### src/hdl/ssm_pkg.sv
`timescale 1ns / 1ps

package ssm_pkg;

	// instruction classes on the input side
	typedef enum logic [3:0] {
		OP_OTHER = 4'd0,
		OP_LBZ   = 4'd1,
		OP_STB   = 4'd2,
		OP_LHZ   = 4'd3,
		OP_STH   = 4'd4,
		OP_LWZ   = 4'd5,
		OP_STW   = 4'd6,
		OP_LFS   = 4'd7,
		OP_STFS  = 4'd8,
		OP_LFD   = 4'd9,
		OP_STFD  = 4'd10,
		OP_LMW   = 4'd11,
		OP_STMW  = 4'd12
	} op_class_t;

	// access width codes: 1, 2, 4, 8 bytes
	typedef enum logic [1:0] {
		WC_1B = 2'd0,
		WC_2B = 2'd1,
		WC_4B = 2'd2,
		WC_8B = 2'd3
	} width_code_t;

	localparam logic [4:0] STACK_REG = 5'd1;
	localparam int unsigned SHOW_W = 16;   // counter width seen on the output
	localparam int unsigned SLOT_W = 8;    // covers up to 256 slots

	// query token walking the cell row; once done it carries the result
	typedef struct packed {
		logic              valid;
		logic              done;
		logic              stack;
		logic              store;
		width_code_t       wc;
		logic              fp;
		logic [15:0]       offset;
		logic              last;
		logic [SLOT_W-1:0] slot;
		logic              added;
		logic [SHOW_W-1:0] st;
		logic [SHOW_W-1:0] ld;
	} tok_t;

	function automatic logic op_is_mem(input logic [3:0] op);
		return (op inside {[OP_LBZ:OP_STMW]});
	endfunction

	function automatic width_code_t op_wc(input logic [3:0] op);
		width_code_t wc;
		case (op)
			OP_LBZ, OP_STB: wc = WC_1B;
			OP_LHZ, OP_STH: wc = WC_2B;
			OP_LFD, OP_STFD: wc = WC_8B;
			default: wc = WC_4B;
		endcase
		return wc;
	endfunction

	function automatic logic op_fp(input logic [3:0] op);
		return (op inside {[OP_LFS:OP_STFD]});
	endfunction

	function automatic logic op_store(input logic [3:0] op);
		return (op inside {OP_STB, OP_STH, OP_STW, OP_STFS, OP_STFD, OP_STMW});
	endfunction

endpackage

### src/hdl/ssm_cell.sv
`timescale 1ns / 1ps

// one slot of the table; a token is consumed by the first empty or matching cell
module ssm_cell import ssm_pkg::*; #(
	parameter int unsigned CELL_IDX   = 0,
	parameter int unsigned COUNT_BITS = 16
) (
	input  logic clk,
	input  logic arst_n,
	input  logic adv,
	input  tok_t tok_in,
	output tok_t tok_out
);

	logic                  vld_q;
	logic [15:0]           off_q;
	width_code_t           wc_q;
	logic                  fp_q;
	logic [COUNT_BITS-1:0] st_q, ld_q;
	tok_t                  tok_q;

	logic                  ins, hit;
	logic [COUNT_BITS-1:0] st_nx, ld_nx;
	tok_t                  nxt;

	function automatic logic [SHOW_W-1:0] show(input logic [COUNT_BITS-1:0] v);
		return (32'(v) > 32'hFFFF) ? 16'hFFFF : 16'(v);
	endfunction

	always_comb begin
		ins = 1'b0;
		hit = 1'b0;
		if (tok_in.valid && !tok_in.done) begin
			if (!vld_q)
				ins = 1'b1;
			else if (off_q == tok_in.offset && wc_q == tok_in.wc && fp_q == tok_in.fp)
				hit = 1'b1;
		end

		if (ins) begin
			st_nx = tok_in.store ? COUNT_BITS'(1) : '0;
			ld_nx = tok_in.store ? '0 : COUNT_BITS'(1);
		end else begin
			st_nx = (hit && tok_in.store && st_q != '1) ? st_q + 1'b1 : st_q;
			ld_nx = (hit && !tok_in.store && ld_q != '1) ? ld_q + 1'b1 : ld_q;
		end

		nxt = tok_in;
		if (ins || hit) begin
			nxt.done  = 1'b1;
			nxt.slot  = SLOT_W'(CELL_IDX);
			nxt.added = ins;
			nxt.st    = show(st_nx);
			nxt.ld    = show(ld_nx);
		end
	end

	always_ff @(posedge clk or negedge arst_n) begin
		if (!arst_n) begin
			vld_q <= 1'b0;
			tok_q <= '0;
		end else if (adv) begin
			tok_q <= nxt;
			if (ins)
				vld_q <= 1'b1;
		end
	end

	always_ff @(posedge clk) begin
		if (adv) begin
			if (ins) begin
				off_q <= tok_in.offset;
				wc_q  <= tok_in.wc;
				fp_q  <= tok_in.fp;
			end
			if (ins || hit) begin
				st_q <= st_nx;
				ld_q <= ld_nx;
			end
		end
	end

	assign tok_out = tok_q;

endmodule

### config.mk
export PLATFORM = sky130hd
export DESIGN_NAME = ssm_cell
export DESIGN_NICKNAME = d
export VERILOG_FILES = /design/src/hdl/ssm_pkg.sv /design/src/hdl/ssm_cell.sv
export SDC_FILE = /design/constraint.sdc
export NUM_CORES = 1
export LEC_CHECK = 0
export BUFFER_PORTS_ARGS = -buffer_cell sky130_fd_sc_hd__buf_2
export CAP_MARGIN = 20
export CORE_UTILIZATION = 45
export DETAILED_ROUTE_END_ITERATION = 12
export HOLD_SLACK_MARGIN = 0.08
export PLACE_DENSITY_LB_ADDON = 0.25
export SYNTH_ARGS = -nofsm -noshare
export SYNTH_HDL_FRONTEND = slang
export SYNTH_SLANG_ARGS = --single-unit
### constraint.sdc
create_clock -name clk -period 3.7 [get_ports clk]
set_input_delay 0.74 -clock clk [delete_from_list [all_inputs] [get_ports clk]]
set_output_delay 0.74 -clock clk [all_outputs]
set_load 0.1 [all_outputs]
# Word-level counts from Yosys, hierarchy flattened
# Index checks and enable logic that the tools add are counted.
word_totals:
  reg_bits: 117
  input_bits: 68
  output_inout_bits: 65
op_classes:
  n_reduce_logical: 12
  n_eq_ne: 5
  muxes: 13
  addsub: 2
ops:
  columns: ["op", "n"]
  rows:
  - ["two-way mux 16 bit", 4]
  - ["two-way mux 41 bit", 1]
  - ["adder 16 x 1 -> 16 bit, second input constant", 2]
  - ["!= test 16 bit, second input constant", 2]
  - ["== test 16 bit", 1]
  - ["two-way mux 1 bit", 8]
  - ["logical AND 1 bit", 7]
  - ["AND reduction 2 bit", 2]
  - ["== test 2 bit", 1]
  - ["zero test 1 bit", 2]
  - ["== test 1 bit", 1]
  - ["logical OR 1 bit", 1]

# Depth between registers and ports, before layout
depth:
  depth_word: 11
  mapped_depth: 9

# Least setup slack after synthesis
# No wires, ideal clock.
synth_path:
  path_type: "in2reg"
  start: "input tok_in[56] (netlist name)"
  end: "register ld_q[0] (enable)"
  stages: 6
  arrival_ns: 3.324
  n_path_buf: 0
  path_slack_ns: -0.046
  setup_time_ns: 0.421
  cell_sequence: "xor2_1 -> or4_1 -> nor3_1 -> and4_4 -> nor2_1 -> nor2_1"
synth_between:
  elab_chain_cells: 8
synth_lines:
  columns: ["item", "line_no", "text"]
  rows:
  - ["from (decl)", "ssm_cell.sv:11", "input tok_t tok_in,"]
  - ["== test 16 bit", "ssm_cell.sv:36", "else if (off_q == tok_in.offset && wc_q == tok_in.wc && fp_q == tok_in.fp)"]
  - ["logical AND 1 bit (2 in series)", "ssm_cell.sv:36", null]
  - ["two-way mux 1 bit", "ssm_cell.sv:36", null]
  - ["two-way mux 1 bit", "ssm_cell.sv:34", "if (!vld_q)"]
  - ["two-way mux 1 bit", "ssm_cell.sv:33", "if (tok_in.valid && !tok_in.done) begin"]
  - ["logical OR 1 bit", "ssm_cell.sv:76", "if (ins || hit) begin"]
  - ["AND reduction 2 bit (no line)", null, null]
  - ["to (signal assigned)", "ssm_cell.sv:78", "ld_q <= ld_nx;"]
  - ["to (decl)", "ssm_cell.sv:19", "logic [COUNT_BITS-1:0] st_q, ld_q;"]
# Every way passes these cells.
# A chain may end at the register's enable or synchronous reset.

# Worst setup path in the final report
layout_path:
  start: "input tok_in[45] (netlist name)"
  end: "register ld_q[10] (enable)"
# Same word-level chain as after synthesis.

==> summary.txt <==
Global routing
  – Initial antenna violation count: 0
  – Largest net degree at the start of global routing: 67
  – Met3 usage: 0.0439
  – Total gr overflow: 0
  – First-pass GRT wire length: 22.6 mm
  – GR Util met2: 0.371
  – Vias in the first global route: 4389
  – Met1 usage: 0.294
  – Most used routing layer: met2
  – GRT Overall Usage: 0.227

Die
  – Die Span Y: 115 µm
  – Core area: 12200 µm²
  – Cell row count: 40
  – IO Count: 133
  – Die area: 13100 µm²
  – Initial Util: 0.469
  – Die Width: 115 µm

Drt
  – Routed Antenna Nets: 0
  – Pre-antenna DRT Iters: 4
  – Post-Route WL: 14.1 mm
  – Routed wire length per instance: 17.2 µm
  – DR vias: 4425
  – Iteration-0 DRC Markers: 335
  – Via density: 5.39
  – DR DRC count: 0

Clock network
  – # clock sinks: 117
  – Hold-fix buffers, CTS: 0
  – TritonCTS clock tree: built
  – Clock Pin Slew Worst Setup and Hold Paths: 50 ps
  – Post-CTS resize count: 0
  – CTS root buffer: clkbuf_16
  – Post-CTS setup buffer count: 0
  – Bufs on Longest Clock Path: 2
  – Num CTS Buffers: 17
  – Clock Latency Late Sink: 410 ps
  – # H-tree levels: 4

Setup path
  – Critical Path AT: 2670 ps
  – Critical path class: primary input to flop
  – Worst R2R Path Depth: 7
  – Worst setup EP type: flop
  – Worst setup SP type: primary input
  – CP Capture Point: ld_q[10]$_DFFE_PP_
  – Worst R2R Start: off_q[14]$_DFFE_PP_
  – Required @ worst endpoint: 3760 ps
  – Critical path peak fanout: 32
  – Flop-to-flop setup slack: 1160 ps
  – Crit path from: tok_in[45]
  – Worst R2R End: ld_q[10]$_DFFE_PP_

Place
  – DP Cell Count: 790
  – RD Place Congestion: 0.917
  – Number of port buffers: 132
  – DP HPWL: 9.67 mm

Finish
  – N_diodes: 0
  – Final #Nets: 711
  – Layout cells sized above 1: 0.315
  – P&R area growth vs syn: 24.9%
  – Non-filler cells in the finished layout: 821

Yosys
  – Yosys cell types: 50
  – Syn_nets: 579
  – Async set-reset flop share out of synthesis: 0.564
  – Dominant cells by area after synthesis: dfrtp_1, edfxtp_1, xor2_1
  – Avg Synthesized Cell Area: 11.2 µm²
  – Post-synthesis cell area: 5700 µm²
  – Ys Warns: 0
  – Share of the synthesized area in the top cell type: 0.290
  – Yosys reg bits: 117
  – Cells after synthesis: 509
  – Post-synth EDFFs: 51
  – Sequential area share after synthesis: 0.559
  – Post-synth top area cell: dfrtp_1
  – Top_reg_cell synth: dfrtp_1

STA
  – Final hold vios: 0
  – Hold slack: 482 ps
  – Setup TNS: 0 ps
  – Minimum clock period: 2610 ps
  – # setup viols final: 0
  – Worst-margin pin slew: 867 ps
  – Period utilization: 0.705
  – Final Skew: 10.1 ps
  – Slew Viols, Final: 0
  – Max Freq: 0.383 GHz
  – Slew headroom: 0.422
  – RSZ-0062 raised after global routing: no

Pwr
  – Worst VDD drop: 0.375 mV
  – Pwr per Cell Area: 577 nW/µm²
  – Leak pwr: 2.94 nW

Worst hold path
  – Worst hold path class: flop to flop

Status
  – Status: complete, no violations

Run
  – Max-cap viol count: 0
==> cell usage in the layout (no fill, tap or decap), drive strengths merged, types with 13 or more instances in the layout <==
cell type	count
clkbuf	21
a21oi	15
xor2	45
mux2	24
o21ai	15
nand2	47
buf	143
xnor2	19
nor3	14
nand4	14
nor2	51
edfxtp	51
dfrtp	66
inv	13
nand3	20
==> area by class of cell <==
| type | instances | area [µm²] |
|---|---|---|
| clock buffers | 21 | 450 |
| clock inverters | 10 | 158 |
| fillers | 1037 | 5040 |
| inverters | 13 | 48.8 |
| multi-input cells | 349 | 2330 |
| flip-flops and latches | 117 | 3180 |
| well taps | 168 | 210 |
| repair buffers | 143 | 743 |
==> synth_stat cells, types with 2 or more instances <==
library cell,instances
clkbuf_1,16
nand3b_1,3
nand4_1,14
o21ai_0,8
xnor2_1,19
a22oi_1,7
nor3_1,14
nor2_1,50
o221ai_2,2
xor2_1,45
edfxtp_1,51
buf_6,3
mux2i_1,3
a21oi_1,15
inv_1,13
nor4_1,8
o211ai_1,3
o221ai_1,6
and2_1,3
ha_1,2
o2bb2ai_1,3
o22a_1,2
a221o_1,5
o21ai_1,7
or3_1,4
nand2_1,46
and4_1,4
nand3_1,20
a31oi_1,2
buf_2,11
o211ai_2,2
a22o_1,8
and3_1,5
dfrtp_1,66
mux2_2,24
==> per-stage QoR <==
| step | cell area (µm²) | power [mW] | utilization | setup slack (ps) |
|---|---|---|---|---|
| after global routing | 7120 | 4.24 | 0.585 | 938 |
| after floorplan | 5700 | 2.24 | - | 484 |
| after detailed placement | 6510 | 2.44 | 0.535 | 678 |
| after CTS | 7120 | 4.13 | 0.585 | 1100 |
| final | 7120 | 4.11 | 0.585 | 1090 |
| after global placement | 6510 | 2.43 | 0.535 | 707 |
==> cells by family after synthesis <==
family	after synthesis	synth area share
simple gates	181	0.154
mux	27	0.0527
xor+xnor	64	0.0984
compound gates	75	0.0970
fa+ha+maj	2	0.00439
flops	117	0.559
buf+inv	43	0.0347
==> routing by layer <==
layer / vias up / share of wire
li1: 2104 / -
met1: 2147 / 0.45
met2: 152 / 0.49
met3: 22 / 0.049
met4: 0 / 0.018
met5: - / 0
==> worst min-delay path by stage <==
| stage | from | to | depth (start not counted) |
|---|---|---|---|
| after floorplan | arst_n | tok_out[0]$_DFFE_PN0P_ | 0 |
| after global placement | tok_out[8]$_DFFE_PN0P_ | tok_out[8]$_DFFE_PN0P_ | 1 |
| after detailed placement | tok_out[8]$_DFFE_PN0P_ | tok_out[8]$_DFFE_PN0P_ | 1 |
| after CTS | tok_out[4]$_DFFE_PN0P_ | tok_out[4]$_DFFE_PN0P_ | 1 |
| after global routing | tok_out[4]$_DFFE_PN0P_ | tok_out[4]$_DFFE_PN0P_ | 1 |
| final | tok_out[4]$_DFFE_PN0P_ | tok_out[4]$_DFFE_PN0P_ | 1 |
==> sequential cells by signal, indices dropped and copies added (netlist names) <==
register  flops
vld_q         1
ld_q         16
st_q         16
wc_q          2
off_q        16
fp_q          1
tok_out      65
==> power breakdown <==
group / total [mW] / leakage (nW) / internal (mW) / switching (mW)
Combinational: 0.906 / 1.40 / 0.168 / 0.738
Clock: 1.70 / 0.289 / 1.14 / 0.562
Sequential: 1.51 / 1.25 / 1.45 / 0.0527
Total: 4.11 / 2.94 / 2.76 / 1.35
==> critical path, stage by stage <==
cell and delay, ps:
buf_2 120, xor2_1 170, or4_1 510, nor3_1 230, and4_4 300, nor2_1 110, nor2_2 90, buf_4 390
Note: power is estimated with default switching activity, not from simulation.
